### src/design/lgrs_pkg.sv
// Shared constants and control types for the Life row-stream generator.
package lgrs_pkg;

  // Fixed field widths on the stream and configuration ports
  localparam int ROW_W = 64;
  localparam int CFG_W = 7;

  // Default cell count and reset width
  localparam int MAX_WIDTH_DEF = 64;
  localparam logic [CFG_W-1:0] GRID_WIDTH_RST = 7'd64;

  // Neighbor counts for the B3/S23 rule
  localparam logic [3:0] BIRTH_CNT = 4'd3;
  localparam logic [3:0] KEEP_CNT = 4'd2;

  // Control from the sequencer to the cell chain and output register
  typedef struct packed {
    logic step;        // input transfer: shift rows up by one
    logic zero_above;  // first row of a frame: dead row above
    logic flush;       // bottom-row result: dead row below
    logic load_out;    // capture a result into the output register
    logic out_last;    // captured result closes the frame
  } lgrs_ctl_t;

endpackage

### src/design/life_generation_row_stream.sv
// Top level: Conway Life (B3/S23) generation over a grid streamed row by row.
//
//  channel   | dir | handshake                    | content
//  s_axis    | in  | s_axis_tvalid/s_axis_tready  | current row, bottom-row mark
//  m_axis    | out | m_axis_tvalid/m_axis_tready  | next-generation row, frame end
//  cfg       | in  | cfg_valid/cfg_ready          | grid_width
//
// One row per cycle unless stalled: each column cell evaluates its neighbors combinationally.
// Results trail the input by one row; the bottom row needs an extra flush step for
// its result, during which s_axis_tready is low.
// Reset (rst, synchronous) drops any held rows and sets grid_width to 64.
// A stalled output register blocks input only when it is full and not taken.
module life_generation_row_stream #(
  parameter int MAX_WIDTH = lgrs_pkg::MAX_WIDTH_DEF
) (
  input  logic                      clk,
  input  logic                      rst,
  input  logic                      s_axis_tvalid,
  output logic                      s_axis_tready,
  input  logic [lgrs_pkg::ROW_W-1:0] s_axis_tdata,   // [63:0] row_cells
  input  logic                      s_axis_tlast,   // final_row
  output logic                      m_axis_tvalid,
  input  logic                      m_axis_tready,
  output logic [lgrs_pkg::ROW_W-1:0] m_axis_tdata,   // [63:0] next_row
  output logic                      m_axis_tlast,   // frame_done
  input  logic                      cfg_valid,
  output logic                      cfg_ready,
  input  logic [lgrs_pkg::CFG_W-1:0] cfg_data        // [6:0] grid_width
);
  import lgrs_pkg::*;

  localparam logic [CFG_W-1:0] MAX_W = CFG_W'(MAX_WIDTH);

  logic [CFG_W-1:0]     grid_width;
  logic [CFG_W-1:0]     eff_width;
  logic [MAX_WIDTH-1:0] mask;
  logic [MAX_WIDTH-1:0] below_v;
  logic [MAX_WIDTH-1:0] above_v;
  logic [MAX_WIDTH-1:0] mid_v;
  logic [MAX_WIDTH-1:0] next_v;
  logic [MAX_WIDTH+1:0] above_pad;
  logic [MAX_WIDTH+1:0] mid_pad;
  logic [MAX_WIDTH+1:0] below_pad;
  logic [MAX_WIDTH-1:0] out_row;
  logic                 out_last;
  lgrs_ctl_t            ctl;

  // Configuration register
  assign cfg_ready = 1'b1;
  always_ff @(posedge clk) begin
    if (rst) begin
      grid_width <= GRID_WIDTH_RST;
    end else if (cfg_valid && cfg_ready) begin
      grid_width <= cfg_data;
    end
  end

  // Column mask from the clamped width
  assign eff_width = (grid_width > MAX_W) ? MAX_W : grid_width;
  always_comb begin
    for (int i = 0; i < MAX_WIDTH; i++) begin
      mask[i] = (CFG_W'(i) < eff_width);
    end
  end

  // Row below: new row, or dead row during the flush
  assign below_v   = ctl.flush ? '0 : (s_axis_tdata[MAX_WIDTH-1:0] & mask);
  assign above_pad = {1'b0, above_v, 1'b0};
  assign mid_pad   = {1'b0, mid_v, 1'b0};
  assign below_pad = {1'b0, below_v, 1'b0};

  lgrs_ctrl u_ctrl (
    .clk       (clk),
    .rst       (rst),
    .in_valid  (s_axis_tvalid),
    .in_last   (s_axis_tlast),
    .in_ready  (s_axis_tready),
    .out_ready (m_axis_tready),
    .out_valid (m_axis_tvalid),
    .ctl       (ctl)
  );

  // Chain of column cells, each wired to its left and right neighbor
  for (genvar g = 0; g < MAX_WIDTH; g++) begin : g_col
    lgrs_cell u_cell (
      .clk         (clk),
      .ctl         (ctl),
      .en          (mask[g]),
      .below       (below_v[g]),
      .left_above  (above_pad[g]),
      .left_mid    (mid_pad[g]),
      .left_below  (below_pad[g]),
      .right_above (above_pad[g+2]),
      .right_mid   (mid_pad[g+2]),
      .right_below (below_pad[g+2]),
      .above_out   (above_v[g]),
      .mid_out     (mid_v[g]),
      .next_bit    (next_v[g])
    );
  end

  // Output register
  always_ff @(posedge clk) begin
    if (ctl.load_out) begin
      out_row  <= next_v;
      out_last <= ctl.out_last;
    end
  end

  assign m_axis_tdata = ROW_W'(out_row);
  assign m_axis_tlast = out_last;

endmodule

### src/design/lgrs_cell.sv
// One column cell: holds the column's above and middle bits, applies B3/S23.
module lgrs_cell (
  input  logic              clk,
  input  lgrs_pkg::lgrs_ctl_t ctl,
  input  logic              en,          // column lies inside the grid width
  input  logic              below,       // new row bit, already masked
  input  logic              left_above,
  input  logic              left_mid,
  input  logic              left_below,
  input  logic              right_above,
  input  logic              right_mid,
  input  logic              right_below,
  output logic              above_out,   // masked bits handed to neighbors
  output logic              mid_out,
  output logic              next_bit
);
  import lgrs_pkg::*;

  logic       above;
  logic       middle;
  logic [3:0] nbr_cnt;

  assign above_out = above & en;
  assign mid_out   = middle & en;

  // Eight-neighbor count and rule
  always_comb begin
    nbr_cnt = 4'(left_above) + 4'(above_out) + 4'(right_above)
            + 4'(left_mid) + 4'(right_mid)
            + 4'(left_below) + 4'(below) + 4'(right_below);
    next_bit = en & ((nbr_cnt == BIRTH_CNT) | (mid_out & (nbr_cnt == KEEP_CNT)));
  end

  // Row shift on each input transfer
  always_ff @(posedge clk) begin
    if (ctl.step) begin
      above  <= ctl.zero_above ? 1'b0 : middle;
      middle <= below;
    end
  end

endmodule

### src/design/lgrs_ctrl.sv
// Sequencer: held-row and flush tracking plus output handshake.
module lgrs_ctrl (
  input  logic                clk,
  input  logic                rst,
  input  logic                in_valid,
  input  logic                in_last,
  output logic                in_ready,
  input  logic                out_ready,
  output logic                out_valid,
  output lgrs_pkg::lgrs_ctl_t ctl
);
  import lgrs_pkg::*;

  logic middle_valid;
  logic flush_pend;
  logic out_free;
  logic acc;
  logic fire_flush;

  // Handshake decode
  always_comb begin
    out_free   = !out_valid || out_ready;
    in_ready   = !flush_pend && out_free;
    acc        = in_valid && in_ready;
    fire_flush = flush_pend && out_free;

    ctl.step       = acc;
    ctl.zero_above = !middle_valid;
    ctl.flush      = flush_pend;
    ctl.load_out   = (acc && middle_valid) || fire_flush;
    ctl.out_last   = fire_flush;
  end

  // Frame state and output valid
  always_ff @(posedge clk) begin
    if (rst) begin
      middle_valid <= 1'b0;
      flush_pend   <= 1'b0;
      out_valid    <= 1'b0;
    end else begin
      if (fire_flush) begin
        middle_valid <= 1'b0;
        flush_pend   <= 1'b0;
      end else if (acc) begin
        middle_valid <= 1'b1;
        flush_pend   <= in_last;
      end
      if (ctl.load_out) begin
        out_valid <= 1'b1;
      end else if (out_ready) begin
        out_valid <= 1'b0;
      end
    end
  end

endmodule

### config.mk
export PLATFORM = sky130hd
export DESIGN_NAME = life_generation_row_stream
export DESIGN_NICKNAME = d
export VERILOG_FILES = /design/src/design/lgrs_pkg.sv /design/src/design/life_generation_row_stream.sv /design/src/design/lgrs_cell.sv /design/src/design/lgrs_ctrl.sv
export SDC_FILE = /design/constraint.sdc
export NUM_CORES = 1
export LEC_CHECK = 0
export ABC_CLOCK_PERIOD_IN_PS = 4400
export BUFFER_PORTS_ARGS = -buffer_cell sky130_fd_sc_hd__buf_4
export CAP_MARGIN = 20
export CORE_MARGIN = 10
export CORE_UTILIZATION = 57
export DETAILED_ROUTE_END_ITERATION = 7
export GPL_ROUTABILITY_DRIVEN = 1
export HOLD_SLACK_MARGIN = 0.05
export PLACE_DENSITY = 0.9
export SKIP_LAST_GASP = 1
export SLEW_MARGIN = 20
export SYNTH_ARGS = -nofsm -noshare
export SYNTH_HDL_FRONTEND = slang
export SYNTH_SLANG_ARGS = --single-unit
### constraint.sdc
create_clock -name clk -period 4.4 [get_ports clk]
set_clock_uncertainty 0.15 [all_clocks]
set_input_delay 0.66 -clock clk [delete_from_list [all_inputs] [get_ports clk]]
set_output_delay 0.66 -clock clk [all_outputs]
set_load 0.02 [all_outputs]
**Word level (Yosys, flattened, before mapping)**

Cells that the tools add are included.
Widths: inputs -> output; s select.

- Add/sub/neg operators: 441
- Order comparisons: 65
- Eq/ne operators: 128
- Mux-type cells: 4
- Bitwise operators: 321
- Reduce and logical (&&, ||, !) cells: 10

Operator list:

| operator | count |
|---|---|
| $add 4x1->4 | 378 |
| $eq 4x2->1 const B | 128 |
| $and 1x1->1 | 256 |
| $lt 6x7->1 const A | 32 |
| $add 1x1->2 | 63 |
| $lt 5x7->1 const A | 16 |
| $and 64x64->64 | 1 |
| $mux 64 | 1 |
| $or 1x1->1 | 64 |
| $lt 4x7->1 const A | 8 |
| $lt 3x7->1 const A | 4 |
| $lt 1x7->1 const A | 2 |
| $lt 2x7->1 const A | 2 |
| $gt 7x7->1 const B | 1 |
| $mux 7 | 1 |
| $logic_and 1x1->1 | 4 |
| $logic_not 1->1 | 2 |
| $logic_or 1x1->1 | 2 |
| $mux 1 | 2 |
| $reduce_bool 2->1 | 1 |
| $reduce_or 2->1 | 1 |

- Bits in registers: 203
- Input bits: 77
- Output and inout port bits: 68
- Word-level logic and storage cells: 1,103

**Depth between registers and ports, before layout**

- Depth after elaboration: 15
- Depth in mapped cells: 18
- Depth with buffers taken out: 16

**Hierarchy**

A second synthesis with hierarchy kept.

- Cells, all modules: 1,699
- Area, all modules: 19,498.7 um^2

By module, submodules not included:

| module | times used | cells an instance | area an instance (um^2) | sequential area each (um^2) |
|---|---|---|---|---|
| lgrs_cell (g_col[0].u_cell ...) | 45 | 21 | 242.7 | 60.1 |
| lgrs_cell (g_col[35].u_cell ...) | 19 | 21 | 246.5 | 60.1 |
| life_generation_row_stream | 1 | 335 | 3,713.6 | 2,092.0 |
| lgrs_ctrl | 1 | 20 | 178.9 | 60.1 |

**Worst setup path before layout**

Ideal clock, no wire load.

- Path type: input to register
- Start: input m_axis_tready
- End: register g_col[0].u_cell.above, enable pin
- Library setup time: 502 ps
- Data arrival time: 4,107 ps
- Required time: 3,748 ps
- Path slack: -359 ps
- Stages on the path: 3
- Path buffers: 0
- Cells stage by stage: nor2b_1 -> nor2_1 -> and2_1

RTL lines:

| item | RTL line | source |
|---|---|---|
| start, declared | life_generation_row_stream.sv:23 | `input logic m_axis_tready,` |
| end signal, assigned | lgrs_cell.sv:37 | `above <= ctl.zero_above ? 1'b0 : middle;` |
| end, declared | lgrs_cell.sv:19 | `logic above;` |

**Worst setup path in the final report**

- Start: register grid_width[5]
- End: register out_row[28], in the netlist m_axis_tdata[28], data pin

- Cells in the longest elaborated chain, start to end: 15
- Elaborated cells between the ends (all ways): 25
- Those cells by class: add/sub (7); order compare (4); eq/ne (2); mux (2); bitwise (10)

Ends and longest elaborated chain:

| item | RTL line | source |
|---|---|---|
| start, declared | life_generation_row_stream.sv:34 | `logic [CFG_W-1:0] grid_width;` |
| start signal, assigned | life_generation_row_stream.sv:54 | `grid_width <= cfg_data;` |
| $gt 7x7->1 | life_generation_row_stream.sv:59 | `assign eff_width = (grid_width > MAX_W) ? MAX_W : grid_width;` |
| $mux 7 * | life_generation_row_stream.sv:59 |  |
| $lt 5x7->1 | life_generation_row_stream.sv:62 | `mask[i] = (CFG_W'(i) < eff_width);` |
| $and 1x1->1 | lgrs_cell.sv:23 | `assign above_out = above & en;` |
| $add 1x1->2 | lgrs_cell.sv:28 | `nbr_cnt = 4'(left_above) + 4'(above_out) + 4'(right_above)` |
| $add 4x1->4 | lgrs_cell.sv:28 |  |
| $add 4x1->4 (2 in a row) | lgrs_cell.sv:29 | `+ 4'(left_mid) + 4'(right_mid)` |
| $add 4x1->4 (3 in a row) | lgrs_cell.sv:30 | `+ 4'(left_below) + 4'(below) + 4'(right_below);` |
| $eq 4x2->1 | lgrs_cell.sv:31 | `next_bit = en & ((nbr_cnt == BIRTH_CNT) \| (mid_out & (nbr_cnt == KEEP_CNT)));` |
| $and 1x1->1 | lgrs_cell.sv:31 |  |
| $or 1x1->1 | lgrs_cell.sv:31 |  |
| $and 1x1->1 * | lgrs_cell.sv:31 |  |
| net g_col[28].u_cell.next_bit | lgrs_cell.sv:15 | `output logic next_bit` |
| end signal, assigned | life_generation_row_stream.sv:105 | `out_row <= next_v;` |
| end, declared | life_generation_row_stream.sv:44 | `logic [MAX_WIDTH-1:0] out_row;` |

The timed path passes the listed nets; every way through them passes the cells marked *.
A chain may end at the register's enable or synchronous reset.

==> impl_metrics.csv <==
group,metric,value,unit
outcome,outcome,"finished, violations left",
outcome,failing_checks,"setup timing",
grt,global_route.overflow_total,0,
clock_network,cts_sinks,203,
floorplanning,coreArea,0.0356,mm^2
clock_network,insertion_delay,0.55,ns
critical_path,worstSetupStartpoint,"grid_width[5]",
floorplanning,floorplan.io_pins,145,
yosys,syn_area_per_cell,9.97,um^2
layout,postLayoutCellArea,0.0256,mm^2
hold_path,timing.hold.worst.class,"input port to flop",
sta,fin_crit,4.61,ns
critical_path,worst_ep_required_time,4.65,ns
critical_path,timing.critical_path.arrival,4.86,ns
sta,final.hold.worst_slack,0.192,ns
pwr,p_int,6060,uW
pwr,seq_power_share,25.7,%
clock_network,max-clock-path-buffers,3,
yosys,yosys_most_used_dff,"sky130_fd_sc_hd__edfxtp_1",
job,drv_cap,0,
yosys,synth_largest_type_area_fraction,28.2,%
route,drt-pass1-iter-count,8,
critical_path,slowest_delay,0.58,ns
yosys,post_synth_main_area_contributors,"sky130_fd_sc_hd__edfxtp_1 (28%), sky130_fd_sc_hd__fa_1 (24%), sky130_fd_sc_hd__ha_1 (8.3%), sky130_fd_sc_hd__inv_1 (8.3%), sky130_fd_sc_hd__and2_1 (3.5%)",
critical_path,worstPathMaxFanout,7,
grt,wire_length_of_the_first_global_routing_pass,94000,um
critical_path,timing.critical_path.from_type,"flop",
critical_path,crit_chain,"buf_6, buf_4, nor2_4, o31a_1, buf_4, nor2b_2, xor2_1, fa_1, inv_1, fa_1, fa_2, inv_1, fa_2, a2111oi_2, a21oi_1, nor4_1, buf_4",
grt,largest_net_degree_at_the_start_of_global_routing,67,
place,placement.setup.worst_slack,-0.357,ns
clock_network,cts.reportedPaths.clkPinSlew,0.06,ns
place,io_buffers,143,
floorplanning,placement_rows,69,
grt,number_of_global_route_vias_before_repair,18331,
yosys,number_of_enable_flip_flop_cells_after_synthesis,193,
sta,maxClockFrequency,217,MHz
sta,slew-limit-headroom,27.6,%
route,routed_wire_length_per_instance,22.6,um
sta,setup_repair_after_global_routing_missed_its_margin,"yes",
pwr,pwr-share-clk,20.5,%
critical_path,crit-reg2reg-launch,"grid_width[5]",
sta,finalHoldViolCount,0,
floorplanning,floorplan.die_area,0.0441,mm^2
clock_network,root_buffer,"sky130_fd_sc_hd__clkbuf_16",
sta,final.setup.worst_slack,-0.206,ns
yosys,ys_seq_area_share,29.1,%
sta,report.final.slew_viol_count,0,
sta,finalSetupViolations,12,
sta,final_min_period_over_clock_period,105,%
yosys,synthesis.nets,2529,
hold_path,hp-start,"cfg_data[6]",
clock_network,cts_htree_levels,1,
route,via_per_inst,6.10,
yosys,yosys_register_bits,203,
pwr,power_density,398,mW/mm^2
layout,layout.filler_cells,2221,
layout,area_delta_synth_final,24.4,%
floorplanning,initial_utilization,57.9,%
grt,overall_track_demand_over_capacity_in_global_routing,26.3,%
critical_path,critPathBufInv,6,
critical_path,cell_with_the_largest_stage_delay_on_the_worst_path,"sky130_fd_sc_hd__fa_1",
place,routabilityCongestion,1.01,
floorplanning,die_y,210,um
layout,post_route_cells_drive_above_1_share,26.4,%
yosys,synth_area_leader_cell,"sky130_fd_sc_hd__edfxtp_1",
place,dpl_cell_area,0.0234,mm^2
yosys,synthArstFlopShare,0,%
yosys,yosys.cell_types.count,83,
pwr,p_comb_share,53.8,%
critical_path,criticalPathCategory,"flop to flop",
pwr,power_switching_share,40.5,%
pwr,power.switching,4120,uW
pwr,worst_ir_drop_vdd,0.000326,V
critical_path,crit_path_end_kind,"flop",
critical_path,crit_path_frequent_cell,"sky130_fd_sc_hd__buf_4",
layout,diodes,0,
critical_path,critical_path.top_delay_family,"adder cells",
clock_network,cts_tree,"done",
route,route.final.wire_length,65000,um
yosys,post_synthesis_cell_area,0.0206,mm^2
yosys,synth.most_common_cell,"sky130_fd_sc_hd__inv_1",
sta,worst-slew-pin-transition,1.08,ns
yosys,synth_top_cells_by_count,"sky130_fd_sc_hd__inv_1 (455), sky130_fd_sc_hd__fa_1 (251), sky130_fd_sc_hd__edfxtp_1 (193)",
route,vias,17575,
layout,design.final.nets,2869,
clock_network,tritoncts.num_buffers,25,
route,drt_iter0_drc,1744,
yosys,synthCells,2064,
pwr,leakagePower,0.0120,uW
route,post-route-drc-count,0,
yosys,ys_warn_count,0,
grt,antenna_violations_before_repair,1,
place,post-dp-hpwl,44800,um
route,antenna_left,0,
floorplanning,overall_die_width,210,um
[final cells by class]
class,instances,area [um^2],share of cell area (%)
multi-input cells,1346,13500,52.9
clock inverters,6,56.3,0.220
well taps,461,577,2.25
inverters,458,1720,6.71
clock buffers,39,739,2.89
repair buffers,370,2950,11.5
flip-flops and latches,203,6020,23.5
[final timing paths]
check | endpoint | slack [ns] | cells after the start
worst max-delay path | m_axis_tdata[28] | -0.21 | 17
worst max register to register | m_axis_tdata[28] | -0.21 | 17
worst min register to register | g_col[9].u_cell.above | 0.41 | 1
worst min-delay path | grid_width[6] | 0.19 | 2
[cells in the final DEF, fill, tap and decap left out, types with 23 or more instances in the layout]
master,count
sky130_fd_sc_hd__buf_4,349
sky130_fd_sc_hd__nand3_1,25
sky130_fd_sc_hd__ha_1,137
sky130_fd_sc_hd__fa_1,211
sky130_fd_sc_hd__fa_2,40
sky130_fd_sc_hd__nand2_1,96
sky130_fd_sc_hd__and2_1,111
sky130_fd_sc_hd__a2111oi_2,26
sky130_fd_sc_hd__inv_1,453
sky130_fd_sc_hd__a31oi_1,23
sky130_fd_sc_hd__and3_1,51
sky130_fd_sc_hd__a21oi_1,52
sky130_fd_sc_hd__nor2b_1,69
sky130_fd_sc_hd__nand3b_1,26
sky130_fd_sc_hd__edfxtp_1,193
sky130_fd_sc_hd__clkbuf_16,28
sky130_fd_sc_hd__nor2_1,128
[state kept, by name (all words and copies together), names as in the netlist]
name                 flops
g_col.u_cell.above      64
g_col.u_cell.middle     64
grid_width               7
m_axis_tdata            64
m_axis_tlast             1
u_ctrl.flush_pend        1
u_ctrl.middle_valid      1
u_ctrl.out_valid         1
[timing repair]
item,CTS,global route
pin swaps,13,73
endpoints found under the setup margin,41,58
resized for setup,70,216
buffers inserted,8,33
hold buffers,0,0
gates cloned,0,2
[worst register-to-register path: cells and delay by family (launching register included)]
| kind | cells | cell delay (ns) |
|---|---|---|
| xor gates and xnor gates | 1 | 0.17 |
| buffers and inverters | 6 | 0.80 |
| DFF | 1 | 0.37 |
| and+or+nand+nor | 3 | 0.72 |
| AOI/OAI and AO/OA | 3 | 0.57 |
| adders and majority gates | 4 | 1.69 |
[per-layer routing]
metal	part of all wire, %	GRT usage (%)	routed length (um)	vias to the layer above
met5	0	0	0	-
met4	7.6	13.9	4970	0
met3	11	4.94	6860	389
met2	48	45.1	31500	1202
met1	33	30.8	21700	8536
li1	-	-	-	7448
[logic make-up (layout without fill, tap and decap cells)]
logic type	Yosys count	after routing	share of synthesized area [%]
compound gates	229	229	7.34
xor+xnor	23	23	0.979
fa+ha+maj	388	388	32.7
other cells	1	1	0.0182
flops	203	203	29.1
simple gates	677	677	18.4
buf+inv	515	873	9.96
mux	28	28	1.42
[metrics by stage]
step | instances | util (%) | power, uW | TNS [ns]
floorplan | 2064 | - | 5700 | 0
global placement | 2797 | 65.8 | 6760 | -0.834
detailed placement | 2797 | 65.8 | 7220 | -4.25
CTS | 2850 | 68.8 | 9500 | -0.185
global route | 2883 | 72.0 | 10900 | -4.03
finish | 2883 | 72.0 | 10200 | -0.911
[power by group through the flow]
| stage | registers [uW] | clock network [uW] | logic (uW) |
|---|---|---|---|
| 2_1_floorplan | 2720 | 0 | 2990 |
| 3_3_place_gp | 2630 | 0 | 4140 |
| 3_5_place_dp | 2630 | 0 | 4590 |
| 4_1_cts | 2600 | 2090 | 4810 |
| 5_1_grt | 2630 | 2160 | 6060 |
| 6_report | 2610 | 2090 | 5480 |
Note: power is estimated with default switching activity, not from simulation.
